<file path="config.mk">
export PLATFORM = sky130hd
export DESIGN_NAME = edf_mean
export DESIGN_NICKNAME = d
export VERILOG_FILES = /design/src/rtl/edf_pkg.sv /design/src/rtl/edf_mean.sv
export SDC_FILE = /design/constraint.sdc
export NUM_CORES = 2
export LEC_CHECK = 0
export BUFFER_PORTS_ARGS = -buffer_cell sky130_fd_sc_hd__buf_2
export CAP_MARGIN = 0
export CELL_PAD_IN_SITES_DETAIL_PLACEMENT = 0
export CELL_PAD_IN_SITES_GLOBAL_PLACEMENT = 1
export CORE_MARGIN = 4
export CORE_UTILIZATION = 54
export DETAILED_ROUTE_END_ITERATION = 8
export HOLD_SLACK_MARGIN = 0.12
export PLACE_DENSITY = 0.86
export SYNTH_ARGS = -nofsm -noshare
export SYNTH_HDL_FRONTEND = slang
export SYNTH_SLANG_ARGS = --single-unit
</file>
<file path="constraint.sdc">
create_clock -name clk -period 12.93 [get_ports clk]
set_input_delay 3.2325 -clock clk [delete_from_list [all_inputs] [get_ports clk]]
set_output_delay 3.2325 -clock clk [all_outputs]
set_load 0.01 [all_outputs]
</file>
<file path="src/rtl/edf_pkg.sv">
`timescale 1ns / 1ps
// ----------------------------------------------------------------------------
// edf_pkg
// Shared types, constants and helpers for the 3x3 edge dilation fill.
// ----------------------------------------------------------------------------
package edf_pkg;

  localparam int CH_BITS     = 16;
  localparam int PIX_BITS    = 4 * CH_BITS;
  localparam int MAX_WIDTH   = 2048;
  localparam int MAX_HEIGHT  = 2048;
  localparam int COL_BITS    = $clog2(MAX_WIDTH);
  localparam int DIM_BITS    = 12;
  localparam int ROW_BITS    = 12;
  localparam int CSUM_BITS   = CH_BITS + 2;
  localparam int TSUM_BITS   = CH_BITS + 4;
  localparam int RECIP_SH    = 24;
  localparam int RECIP_BITS  = RECIP_SH + 1;
  localparam int PROD_BITS   = TSUM_BITS + RECIP_BITS;
  localparam int FIFO_DEPTH  = 8;
  localparam int FIFO_AW     = $clog2(FIFO_DEPTH);
  localparam int FIFO_CW     = $clog2(FIFO_DEPTH + 1);
  localparam int PIPE_STAGES = 3;

  localparam logic [DIM_BITS-1:0] DIM_RESET = 12'd1024;

  // configuration register indexes
  localparam logic REG_IMAGE_WIDTH  = 1'b0;
  localparam logic REG_IMAGE_HEIGHT = 1'b1;

  typedef struct packed {
    logic [CH_BITS-1:0] alpha;
    logic [CH_BITS-1:0] blue;
    logic [CH_BITS-1:0] green;
    logic [CH_BITS-1:0] red;
  } pix_t;

  // [column][row], column 2 newest
  typedef pix_t [2:0][2:0] win_t;

  // per-column covered sums of the shifted window, channel 0 red .. 2 blue
  typedef struct packed {
    pix_t                               center;
    logic                               last;
    logic [2:0][2:0][CSUM_BITS-1:0]     csum;
    logic [2:0][1:0]                    ccnt;
  } win_sum_t;

  typedef struct packed {
    logic last;
    logic filled;
    pix_t pix;
  } res_t;

  // zero acts as one, oversize clamps to the maximum
  function automatic logic [DIM_BITS-1:0] eff_dim(input logic [DIM_BITS-1:0] v,
                                                  input logic [DIM_BITS-1:0] vmax);
    logic [DIM_BITS-1:0] r;
    if (v == '0) begin
      r = DIM_BITS'(1);
    end else if (v > vmax) begin
      r = vmax;
    end else begin
      r = v;
    end
    return r;
  endfunction

  // ceil(2^24 / n); exact floor division for sums below 2^20 and n up to 9
  function automatic logic [RECIP_BITS-1:0] recip(input logic [3:0] n);
    logic [RECIP_BITS-1:0] r;
    case (n)
      4'd1:    r = 25'd16777216;
      4'd2:    r = 25'd8388608;
      4'd3:    r = 25'd5592406;
      4'd4:    r = 25'd4194304;
      4'd5:    r = 25'd3355444;
      4'd6:    r = 25'd2796203;
      4'd7:    r = 25'd2396746;
      4'd8:    r = 25'd2097152;
      4'd9:    r = 25'd1864136;
      default: r = '0;
    endcase
    return r;
  endfunction

endpackage

</file>
<file path="src/rtl/edf_mean.sv">
`timescale 1ns / 1ps
// ----------------------------------------------------------------------------
// edf_mean
// Two-stage mean of the covered neighbours: total and reciprocal, then
// multiply and select between fill and pass-through.
// ----------------------------------------------------------------------------
module edf_mean (
  input  logic               clk,
  input  logic               rst_n,
  input  logic               sum_vld,
  input  edf_pkg::win_sum_t  sum_in,
  output logic               res_vld,
  output edf_pkg::res_t      res_out
);

  logic                                           s2_vld_r;
  edf_pkg::win_sum_t                              s2_sum_r;
  logic [2:0][edf_pkg::TSUM_BITS-1:0]             tot;
  logic [3:0]                                     cnt;

  logic                                           s3_vld_r;
  logic [2:0][edf_pkg::TSUM_BITS-1:0]             s3_tot_r;
  logic [edf_pkg::RECIP_BITS-1:0]                 s3_recip_r;
  logic                                           s3_none_r;
  edf_pkg::pix_t                                  s3_center_r;
  logic                                           s3_last_r;

  logic [2:0][edf_pkg::PROD_BITS-1:0]             prod;
  logic                                           fill;

  always_ff @(posedge clk) begin
    if (!rst_n) begin
      s2_vld_r <= 1'b0;
      s3_vld_r <= 1'b0;
    end else begin
      s2_vld_r <= sum_vld;
      s3_vld_r <= s2_vld_r;
    end
  end

  always_ff @(posedge clk) begin
    s2_sum_r    <= sum_in;
    s3_tot_r    <= tot;
    s3_recip_r  <= edf_pkg::recip(cnt);
    s3_none_r   <= (cnt == 4'd0);
    s3_center_r <= s2_sum_r.center;
    s3_last_r   <= s2_sum_r.last;
  end

  always_comb begin
    for (int ch = 0; ch < 3; ch++) begin
      tot[ch] = edf_pkg::TSUM_BITS'(s2_sum_r.csum[0][ch])
              + edf_pkg::TSUM_BITS'(s2_sum_r.csum[1][ch])
              + edf_pkg::TSUM_BITS'(s2_sum_r.csum[2][ch]);
    end
    cnt = 4'(s2_sum_r.ccnt[0]) + 4'(s2_sum_r.ccnt[1]) + 4'(s2_sum_r.ccnt[2]);
  end

  always_comb begin
    for (int ch = 0; ch < 3; ch++) begin
      prod[ch] = edf_pkg::PROD_BITS'(s3_tot_r[ch]) * edf_pkg::PROD_BITS'(s3_recip_r);
    end
    fill = (s3_center_r.alpha == '0) && !s3_none_r;

    res_out.last   = s3_last_r;
    res_out.filled = fill;
    res_out.pix    = s3_center_r;
    if (fill) begin
      res_out.pix.red   = prod[0][edf_pkg::RECIP_SH +: edf_pkg::CH_BITS];
      res_out.pix.green = prod[1][edf_pkg::RECIP_SH +: edf_pkg::CH_BITS];
      res_out.pix.blue  = prod[2][edf_pkg::RECIP_SH +: edf_pkg::CH_BITS];
      res_out.pix.alpha = '1;
    end
  end

  assign res_vld = s3_vld_r;

endmodule

</file>
==> results.md <==
* Outcome: finished, final reports clean
* Post-synthesis compound-gate area fraction at 3.896%
* Postcts setup bufs at 0
* Row cnt at 114
* CP max FO at 36
* GRT overflow at 0
* DRC at 0
* Netlist cell types at 64
* Routed Antenna Nets at 0
* Total number of yosys warnings at 0
* Vias in the first global route at 40340
* CTS Hold Bufs at 0
* Critical path startpoint: s3_recip_r[16]
* RSZ-0062 raised after global routing: no
* Top FF cell, synth: dfxtp_1
* Vias per cell at 5.240
* Worst slew pin tran at 1076 ps
* Largest net degree at the start of global routing at 62
* Worst Setup End Kind: primary output
* Max clock buf depth at 3
* Number of synthesized flops with an enable pin at 0
* Crit path DAT at 8670 ps
* 1st-iter DRT viols at 2469
* Critical Path RT at 9700 ps
* Antenna cells at 0
* Chip Width at 321.9 um
* Final GP Congestion at 0.9751
* Synth Area in Simple Gates at 12.60%
* CTS root buffer: clkbuf_16
* Input/output buffers at 302
* Initial antenna violation count at 4
* Post-route minimum period at 11910 ps
* Area Growth Syn to Fin at 7.782%
* Xor/xnor share of the synthesized area at 1.991%
* Period utilization at 92.08%
* Slew margin rel. at 28.20%
* Share of cells above drive strength 1 at 8.129%
* Clk_skew at 47.76 ps
* Num CTS Buffers at 43
* Die area at 103600 um^2
* Post-synthesis adder-cell area fraction at 55.43%
* Setup TNS at 0 ps
* Overall routed net length at 144000 um
* Vias at 36400
* R2r startpoint: s2_sum_r[25]
* Sequential-to-total area share from yosys stat at 14.26%
* Post-synthesis cell count at 5458
* Fraction of registers with async set/reset at 0%
* Slew Limit Fails at 0
* Fin nets at 7506
* DRT Pass-1 Iters at 5
* Critical path class: reg -> out
* Yosys reg bits at 379
* Clk_lat worst skew at 630 ps
* Synth Area per Inst at 9.751 um^2
* Netlist Area Pre-Place at 53220 um^2
* Mux contribution to synthesized area at 0.1199%
* Fmax achieved at 0.08399 GHz
* Post_cts resized at 0
* CTS tree: yes
* I/O Pins at 303
* Final Hold Fails at 0
* Routed WL per cell at 20.72 um
* H-tree levels at 2
* HPWL Detailed at 114200 um
* Global-route usage over all layers at 29.10%
* CP Launch Type: flop
* Main combinational cell family by area after synthesis: adder cells
* Hold Crit Class: reg -> reg
* Core area at 97280 um^2
* Post-synth net total at 7327
* Global-route wire length before repair at 228600 um
* Clock Sinks at 379
* # setup viols final at 0
* Vert. Die Dim at 321.9 um
* Initial core utilization at 54.71%
* Hold Path Origin: s2_sum_r[190]
* Max-cap violations at 0
* Clock Pin Slew Worst Setup and Hold Paths at 60 ps
## through the flow
step | cell area, um^2 | util (%) | hold slack [ps] | setup slack (ps) | instances
floorplan | 53220 | - | 309.6 | 2921 | 5458
detailed placement | 55860 | 57.43 | 312.1 | 1869 | 6868
global route | 57360 | 58.96 | 316.5 | 753.9 | 6947
finish | 57360 | 58.96 | 319.8 | 1024 | 6947
CTS | 57360 | 58.96 | 302.6 | 1148 | 6947
global placement | 55860 | 57.43 | 310.1 | 1876 | 6868
## synth_stat cells (14+ instances only)
| library cell | instances | area share, % |
|---|---|---|
| inv_1 | 1448 | 10 |
| fa_1 | 1208 | 45 |
| nand2_1 | 616 | 4.3 |
| and2_1 | 532 | 6.3 |
| ha_1 | 425 | 10 |
| dfxtp_1 | 379 | 14 |
| clkbuf_1 | 196 | 1.4 |
| xnor2_1 | 97 | 1.6 |
| o21ai_0 | 83 | 0.78 |
| a21oi_1 | 79 | 0.74 |
| nor2_1 | 61 | 0.43 |
| a21o_1 | 28 | 0.39 |
| nand2b_1 | 25 | 0.29 |
| nor3_1 | 24 | 0.23 |
| xor2_1 | 24 | 0.39 |
| nor2b_1 | 20 | 0.24 |
| o21a_1 | 20 | 0.28 |
| nand3_1 | 18 | 0.17 |
| o21ai_1 | 15 | 0.14 |
| o21bai_1 | 14 | 0.20 |
## per-layer routing
metal  vias up  track usage (%)  share of wire, %
met4        10            9.644               3.7
met5         -                0             0.055
met3       300            8.106                11
met1     18260            38.67                39
met2      1658            46.52                46
li1      16170                -                 -
## final timing paths
| path | endpoint | slack (ps) | cells past startpoint |
|---|---|---|---|
| max | res_out[47] | 1020 | 24 |
| min | s3_center_r[21] | 320 | 0 |
| max reg2reg | s3_tot_r[37] | 9080 | 14 |
| min reg2reg | s3_center_r[21] | 320 | 0 |
## worst max-delay path, stage by stage, from the launching register on
cell      delay (ps)
dfxtp_2         1000
nand2_1          360
fa_1             620
inv_1             60
fa_1             490
inv_1             50
fa_1             490
inv_1             50
fa_1             600
fa_1             460
fa_1             490
inv_1             50
fa_1             490
inv_1             50
ha_1             340
and3_1           270
nand4_1          150
nor3_1           400
a211oi_1         260
o2111a_1         380
o31ai_1          390
a21oi_1          150
xnor2_1          150
o21ai_1          150
buf_2            150
## registers in the layout, summed over array words and instances, names as in the netlist
signal / cells
s2_sum_r: 233
s3_last_r: 1
s3_none_r: 1
s2_vld_r: 1
s3_recip_r: 18
res_vld: 1
s3_center_r: 64
s3_tot_r: 60
## area by class of cell
type | instances | area, um^2
inverters | 1449 | 5439
clock buffers | 52 | 1212
repair buffers | 337 | 1787
fillers | 8469 | 39920
flip-flops and latches | 379 | 7635
clock inverters | 27 | 282.8
multi-input cells | 3427 | 39410
well taps | 1276 | 1597
## logic make-up after synthesis
family,after synthesis
AOI/OAI and AO/OA,320
xor gates and xnor gates,121
adders and majority gates,1633
buffers and inverters,1652
DFF,379
muxes,6
and+or+nand+nor,1347
## cell usage in the layout, fill, tap and decap left out, drive strengths merged, types with 18 or more instances in the layout
cell,instances
clkbuf,52
nand2,617
a21o,28
inv,1456
and2,532
o21ai,100
nor2,61
nor2b,20
o21a,20
xor2,24
ha,425
nand2b,25
nand3,18
a21oi,84
xnor2,97
buf,337
nor3,24
fa,1208
dfxtp,379
Power is not shown: default switching activity piles up to over one toggle a cycle in this logic, so the estimate is an artifact.
