**src/rtl/edf_pkg.sv**
```systemverilog
`timescale 1ns / 1ps
// ----------------------------------------------------------------------------
// edf_pkg
// Shared types, constants and helpers for the 3x3 edge dilation fill.
// ----------------------------------------------------------------------------
package edf_pkg;

  localparam int CH_BITS     = 16;
  localparam int PIX_BITS    = 4 * CH_BITS;
  localparam int MAX_WIDTH   = 2048;
  localparam int MAX_HEIGHT  = 2048;
  localparam int COL_BITS    = $clog2(MAX_WIDTH);
  localparam int DIM_BITS    = 12;
  localparam int ROW_BITS    = 12;
  localparam int CSUM_BITS   = CH_BITS + 2;
  localparam int TSUM_BITS   = CH_BITS + 4;
  localparam int RECIP_SH    = 24;
  localparam int RECIP_BITS  = RECIP_SH + 1;
  localparam int PROD_BITS   = TSUM_BITS + RECIP_BITS;
  localparam int FIFO_DEPTH  = 8;
  localparam int FIFO_AW     = $clog2(FIFO_DEPTH);
  localparam int FIFO_CW     = $clog2(FIFO_DEPTH + 1);
  localparam int PIPE_STAGES = 3;

  localparam logic [DIM_BITS-1:0] DIM_RESET = 12'd1024;

  // configuration register indexes
  localparam logic REG_IMAGE_WIDTH  = 1'b0;
  localparam logic REG_IMAGE_HEIGHT = 1'b1;

  typedef struct packed {
    logic [CH_BITS-1:0] alpha;
    logic [CH_BITS-1:0] blue;
    logic [CH_BITS-1:0] green;
    logic [CH_BITS-1:0] red;
  } pix_t;

  // [column][row], column 2 newest
  typedef pix_t [2:0][2:0] win_t;

  // per-column covered sums of the shifted window, channel 0 red .. 2 blue
  typedef struct packed {
    pix_t                               center;
    logic                               last;
    logic [2:0][2:0][CSUM_BITS-1:0]     csum;
    logic [2:0][1:0]                    ccnt;
  } win_sum_t;

  typedef struct packed {
    logic last;
    logic filled;
    pix_t pix;
  } res_t;

  // zero acts as one, oversize clamps to the maximum
  function automatic logic [DIM_BITS-1:0] eff_dim(input logic [DIM_BITS-1:0] v,
                                                  input logic [DIM_BITS-1:0] vmax);
    logic [DIM_BITS-1:0] r;
    if (v == '0) begin
      r = DIM_BITS'(1);
    end else if (v > vmax) begin
      r = vmax;
    end else begin
      r = v;
    end
    return r;
  endfunction

  // ceil(2^24 / n); exact floor division for sums below 2^20 and n up to 9
  function automatic logic [RECIP_BITS-1:0] recip(input logic [3:0] n);
    logic [RECIP_BITS-1:0] r;
    case (n)
      4'd1:    r = 25'd16777216;
      4'd2:    r = 25'd8388608;
      4'd3:    r = 25'd5592406;
      4'd4:    r = 25'd4194304;
      4'd5:    r = 25'd3355444;
      4'd6:    r = 25'd2796203;
      4'd7:    r = 25'd2396746;
      4'd8:    r = 25'd2097152;
      4'd9:    r = 25'd1864136;
      default: r = '0;
    endcase
    return r;
  endfunction

endpackage

```
**src/rtl/edf_out_fifo.sv**
```systemverilog
`timescale 1ns / 1ps
// ----------------------------------------------------------------------------
// edf_out_fifo
// Result queue between the non-stalling pipeline and the output stream.
// ----------------------------------------------------------------------------
module edf_out_fifo (
  input  logic                          clk,
  input  logic                          rst_n,
  input  logic                          wr_en,
  input  edf_pkg::res_t                 wr_data,
  input  logic                          rd_en,
  output logic                          rd_vld,
  output edf_pkg::res_t                 rd_data,
  output logic [edf_pkg::FIFO_CW-1:0]   count
);

  edf_pkg::res_t                  store_r [edf_pkg::FIFO_DEPTH];
  logic [edf_pkg::FIFO_AW-1:0]    wr_ptr_r;
  logic [edf_pkg::FIFO_AW-1:0]    rd_ptr_r;
  logic [edf_pkg::FIFO_CW-1:0]    cnt_r;
  logic                           pop;

  assign rd_vld  = (cnt_r != '0);
  assign pop     = rd_en && rd_vld;
  assign rd_data = store_r[rd_ptr_r];
  assign count   = cnt_r;

  always_ff @(posedge clk) begin
    if (wr_en) begin
      store_r[wr_ptr_r] <= wr_data;
    end
  end

  always_ff @(posedge clk) begin
    if (!rst_n) begin
      wr_ptr_r <= '0;
      rd_ptr_r <= '0;
      cnt_r    <= '0;
    end else begin
      if (wr_en) begin
        wr_ptr_r <= wr_ptr_r + 1'b1;
      end
      if (pop) begin
        rd_ptr_r <= rd_ptr_r + 1'b1;
      end
      case ({wr_en, pop})
        2'b10:   cnt_r <= cnt_r + 1'b1;
        2'b01:   cnt_r <= cnt_r - 1'b1;
        default: cnt_r <= cnt_r;
      endcase
    end
  end

endmodule

```
**config.mk**
```make
export PLATFORM = sky130hd
export DESIGN_NAME = edf_out_fifo
export DESIGN_NICKNAME = d
export VERILOG_FILES = /design/src/rtl/edf_pkg.sv /design/src/rtl/edf_out_fifo.sv
export SDC_FILE = /design/constraint.sdc
export NUM_CORES = 1
export LEC_CHECK = 0
export CORE_UTILIZATION = 60
export DETAILED_ROUTE_END_ITERATION = 12
export DONT_BUFFER_PORTS = 1
export GPL_ROUTABILITY_DRIVEN = 0
export HOLD_SLACK_MARGIN = 0.12
export MAX_ROUTING_LAYER = met4
export PLACE_DENSITY = 0.76
export SKIP_CTS_REPAIR_TIMING = 1
export SLEW_MARGIN = 20
export SYNTH_ARGS = -nofsm -noshare
export SYNTH_HDL_FRONTEND = slang
export SYNTH_SLANG_ARGS = --single-unit
```
**constraint.sdc**
```tcl
create_clock -name clk -period 18.6 [get_ports clk]
set_clock_uncertainty 0.2 [all_clocks]
set_input_delay 3.72 -clock clk [delete_from_list [all_inputs] [get_ports clk]]
set_output_delay 3.72 -clock clk [all_outputs]
set_load 0.005 [all_outputs]
```
==> metrics.txt, run 1 <==
number of enable flip-flop cells after synthesis=528; Synth Instances=835; DRC=0; top_reg_cell synth=edfxtp_1; required time worst endpoint=14680 ps; min Tclk post-route=7230 ps; share of layout cells above drive strength 1=32.8%; fin. max-slew vios=0; DR iter-0 viols=623; first-pass GRT wire length=56.1 mm; TNS Setup=0 ps; status=finished, final reports clean; sequential area share after synthesis=78.8%; Die Y=187 microns; CTS H-Tree Depth=2; RSZ-0062 raised after global routing=false; Post-synth ARST share=0%; ANT cells=0; pin count of the biggest net entering global routing=81; Chip Width=187 microns; most frequent cells in the layout=edfxtp_1, mux4_2, mux2_2; I/O Pins=141; antenna violations before repair=0; most common cell after layout, fill and taps aside=edfxtp_1; Total Wirelength=37.1 mm; Yosys cell types=28; largest fanout on the critical path=49; Hold Vio Cnt, Final=0; port bufs=0; fmax=138 MHz; Core Region=33500 sq um; met2 WL=19.0 mm; Top Layer Used=met4; # fillers=2012; CTS clk-pin slew, worst paths=60 ps; Metal-1 WL=14.7 mm; power density of the placed cells=123 nW/um^2; critical path class=register to output pin; register area=16100 sq um; CTS tree=yes; GR Overflow Total=0; Initial Util=61.0%; TritonCTS Buffers=52; vias in the first global route=9397; Layout Nets=940; metal3 WL=2.78 mm; iteration count of the initial detailed-routing pass=4; num rows=67; number of max-cap violations=0; Tcrit/Tclk final=38.9%; Post-Syn Area per Cell=24.5 sq um; Synth Warn #=0; Arrival @ worst endpoint=3310 ps; Max-slew headroom=36.8%; Layout area overhead=10.6%; Tot GR Track Use=22.6%; crit end category=output pin; area of the multi-input gates=4150 sq um; Post-DP HPWL=18.8 mm; clock tree sinks=541; HP Class=register to register; CTS root buffer=clkbuf_16; final core utilization=67.4%; Die ar.=34800 sq um; Final ANT Viol Nets=0; routed vias=8570; DR vias/cell=6.35; WL/cell=27.5 microns; clock latency at the later pin of the worst-skew pair=550 ps; clk buf depth=3; Syn Std Cell Area=20400 sq um; final setup fails=0; worst slew pin tran=948 ps; r2r setup slk=15570 ps; Seq cells post-synth=541; Max IR drop VDD=0.0874 mV; Synthesized Nets=910; static leakage=6.89 nW; CP startpoint kind=register
[stage by stage]
| step | hold WS (ps) | instance area, sq um | setup WS [ps] | total power, W | cells |
|---|---|---|---|---|---|
| 2_1_floorplan | 266 | 20400 | 9530 | 0.00177 | 835 |
| 3_3_place_gp | 281 | 21000 | 11870 | 0.00181 | 1258 |
| 3_5_place_dp | 285 | 21000 | 11800 | 0.00183 | 1258 |
| 4_1_cts | 294 | 22600 | 11210 | 0.00282 | 1349 |
| 5_1_grt | 326 | 22600 | 11060 | 0.00289 | 1350 |
| 6_report | 290 | 22600 | 11370 | 0.00279 | 1350 |
[worst paths after layout]
| path | start | end | cells after the start |
|---|---|---|---|
| min | rd_ptr_r[1] | register | 2 |
| min reg2reg | rd_ptr_r[1] | register | 2 |
| max | register | rd_data[44] | 3 |
| max reg2reg | count[1] | count[2] | 10 |
[metal layers]
layer	vias to the layer above	track usage (%)
li1	3611	-
met3	54	6.15
met1	4606	28.0
met2	299	36.7
met4	0	6.87
met5	-	-
[sequential cells by signal (all words and copies together), names as in the netlist, named ones only]
name / flops
store_r: 528
count: 4
rd_ptr_r: 3
wr_ptr_r: 3
[where the power goes]
group          total (W)  switching [W]  internal [W]  leakage [nW]
combinational   0.000372       0.000157      0.000215          1.18
sequential       0.00142      0.0000457       0.00138          4.90
clock           0.000997       0.000421      0.000575         0.797
total            0.00279       0.000624       0.00217          6.89
[cell families (layout without fill, tap and decap cells)]
group | Yosys count | count (layout) | synth area share, %
compound gates | 6 | 6 | 0.208
xor+xnor | 7 | 7 | 0.300
fa+ha+maj | 5 | 5 | 0.306
buf+inv | 41 | 108 | 1.16
flops | 541 | 541 | 78.8
mux | 202 | 202 | 18.4
simple gates | 33 | 33 | 0.838
[cell usage after synthesis, types with 4 or more instances]
cell | number | area share (%)
mux2_2 | 67 | 3.7
buf_2 | 13 | 0.32
clkbuf_1 | 16 | 0.29
edfxtp_1 | 528 | 78
xnor2_1 | 4 | 0.17
buf_6 | 9 | 0.50
and2_1 | 6 | 0.18
nand2_1 | 7 | 0.13
nand2b_1 | 4 | 0.12
mux4_2 | 132 | 15
nor2_1 | 6 | 0.11
dfxtp_1 | 13 | 1.3
ha_1 | 5 | 0.31
[final cells by class]
type | instances | share of cell area [%]
clock buffer | 67 | 6.23
clock inverter | 24 | 0.918
inverter | 2 | 0.0332
multi-input combinational | 253 | 18.4
sequential | 541 | 71.3
tap | 448 | 2.48
timing repair buffer | 15 | 0.686
[worst max-delay path, cell delays in order (launching register included)]
cell,delay (ps)
dfxtp_4,980
buf_4,830
mux4_2,600
mux2_2,310
Power figures use the tool's default switching activity.
==> inputs of run 2 (changes only) <==
--- a/config.mk
+++ b/config.mk
@@ -5,6 +5,7 @@
 export SDC_FILE = /design/constraint.sdc
 export NUM_CORES = 1
 export LEC_CHECK = 0
+export ABC_AREA = 1
 export CORE_UTILIZATION = 60
 export DETAILED_ROUTE_END_ITERATION = 12
 export DONT_BUFFER_PORTS = 1
==> constraint.sdc (replaced) <==
create_clock -name clk -period 7.4 [get_ports clk]
set_clock_uncertainty 0.2 [all_clocks]
set_input_delay 1.48 -clock clk [delete_from_list [all_inputs] [get_ports clk]]
set_output_delay 1.48 -clock clk [all_outputs]
set_load 0.005 [all_outputs]
==> metrics.txt, run 2 <==
critical path class=register to output pin; CTS H-Tree Depth=2 (unchanged); GR Overflow Total=0 (unchanged); critical path's slowest cell=buf_4; DR iter-0 viols=986 (+58%); Post-Syn Area per Cell=13.4 sq um (-45%); most frequent cell after synthesis=edfxtp_1; most frequent cells in the layout=edfxtp_1, nor2_1, o21ai_0; I/O Pins=141 (unchanged); number of enable flip-flop cells after synthesis=528 (unchanged); met1 Usage GRT=32.3% (+4.3 points); CP startpoint kind=register; Hold Vio Cnt, Final=0 (unchanged); Biggest register=store_r; Setup WS post-layout=2310 ps (-9050 ps); most area-hungry cell type in the Yosys netlist=edfxtp_1; first-pass GRT wire length=65.9 mm (+17%); port bufs=0 (unchanged); TNS Setup=0 ps (unchanged); RSZ-0062 raised after global routing=false; largest family of logic cells by synthesized area=simple AND/OR/NAND/NOR gates; Post-synth ARST share=0% (unchanged); max FFs per register=528 (unchanged); status=finished, final reports clean; WHS Path Cells=1 (-1); number of buffers and inverters on the critical path=2 (+1); min Tclk post-route=5090 ps; CTS clk-pin slew, worst paths=60 ps (about the same); most instantiated cells after synthesis=edfxtp_1, nor2_1, o21ai_0; ANT cells=0 (unchanged); DR vias/cell=5.98 (-5.8%); Post-Synth XOR/XNOR Area=0.125% (-0.18 points); share of layout cells above drive strength 1=6.00% (-27 points); DRC=0 (unchanged); area share of the largest cell type after synthesis=75.2% (-2.4 points); required time worst endpoint=5720 ps (-8960 ps); Syn Std Cell Area=21100 sq um (+3.1%); sequential area share after synthesis=76.4% (-2.4 points); TritonCTS Buffers=52 (unchanged); clock tree sinks=541 (unchanged); antenna violations before repair=0 (unchanged); Seq cells post-synth=541 (unchanged); Arrival @ worst endpoint=3410 ps (+100 ps); Die ar.=35900 sq um (+3.1%); simple-gate share of the synthesized area=8.87% (+8.0 points); number of max-cap violations=0 (unchanged); Synth Instances=1570 (+88%); Tot GR Track Use=24.8% (+2.2 points); Synth Warn #=0 (unchanged); clock latency at the later pin of the worst-skew pair=550 ps (about the same); grt met2 use=39.5% (+2.8 points); Synthesized Nets=1645 (+81%); Tcrit/Tclk final=68.8%; top_reg_cell synth=edfxtp_1; most common cell after layout, fill and taps aside=edfxtp_1; Chip Width=189 microns (+1.5%); fmax=197 MHz; Final ANT Viol Nets=0 (unchanged); pin count of the biggest net entering global routing=155 (+91%); Worst R2R Path Depth=3 (-7); iteration count of the initial detailed-routing pass=5 (+1); largest fanout on the critical path=79 (+61%); Place WS=2910 ps (-8880 ps); Initial Util=61.1% (+0.070 points); Die Y=189 microns (+1.5%); Max IR drop VDD=0.234 mV (+170%); CP top delay family=buffers and inverters; routing usage on met3=5.56% (-0.59 points); CP cell instances=buf_4 -> buf_4 -> nor2_1 -> nor2_1 -> o21ai_0 -> o21ai_0 -> nand2_1 -> nand2_1; worst slew pin tran=1050 ps (+102 ps); Adder-Cell Fraction of Synth Area=0.297% (-0.0093 points); fin. max-slew vios=0 (unchanged); CTS tree=yes; Crit path depth=8 (+5); Core Region=34500 sq um (+3.0%); non-filler cells, final=2038 (+51%); multiplexer share of the synthesized area=3.13% (-15 points); num rows=68 (+1.5%); Max-slew headroom=30.0% (-6.8 points); Yosys cell types=23 (-18%); power density of the placed cells=321 nW/um^2 (+160%); vias in the first global route=11900 (+26%); Layout Nets=1625 (+73%); WL/cell=21.1 microns (-23%); static leakage=7.64 nW (+11%); busiest grt layer=met2; Total Wirelength=42.9 mm (+16%); top cells by area, synth=edfxtp_1, o21ai_0, nor2_1, nand2_1, mux2i_1; cell count after placement=1950 (+55%); Layout area overhead=8.92%; clk buf depth=3 (unchanged); final setup fails=0 (unchanged); CTS root buffer=clkbuf_16; Crit path largest cell delay=770 ps (-210 ps); crit end category=output pin; HP Class=register to register; routed vias=12200 (+42%); post-synthesis compound-gate area fraction=8.67% (+8.5 points); Post-DP HPWL=21.3 mm (+13%); final core utilization=66.5% (-0.95 points)
[run 2: cells by family after synthesis]
group	Yosys count
AND/OR/NAND/NOR	496
buffers and inverters	110
XOR/XNOR	3
AO/OA/AOI/OAI	349
multiplexers	66
flip-flops	541
adder cells (fa/ha/maj)	5
[run 2: report_power, final]
part,internal [W],switching [W]
clock network,0.00137,0.00103
logic,0.000452,0.000997
registers,0.00346,0.0000723
total,0.00528,0.00210
[run 2: cell type report]
type,count,area [sq um]
fillers,2382,11600
flip-flops and latches,541,16100
clock buffers,73,1430
inverters,17,71.3
multi-input cells,919,4510
well taps,455,569
clock inverters,14,88.8
repair buffers,19,175
[run 2: per-layer routing]
metal	part of all wire, %	up-vias	wire (microns)
met5	0	-	0
met4	2.0	0	855
met3	8.1	79	3490
met2	49	427	20900
met1	41	6025	17700
li1	-	5659	-
[run 2: final timing paths]
path,start,endpoint,slack (ps)
setup / recovery,register,rd_data[14],2310
hold / removal,rd_ptr_r[0],rd_ptr_r[0],290
setup reg to reg,wr_ptr_r[0],store_r[4][36],4560
hold reg to reg,rd_ptr_r[0],rd_ptr_r[0],290
[run 2: stage by stage]
step,hold slack (ps),area [sq um],power (W)
floorplan,248,21100,0.00472
global placement,260,21400,0.00498
detailed placement,274,21400,0.00503
finish,287,23000,0.00738
CTS,289,22900,0.00741
global route,327,23000,0.00773
[run 2: worst reg2reg max path, stage by stage, from the launching register on]
cell and delay [ps]:
dfxtp_1 330, or2_2 410, nor2_4 760, buf_4 750
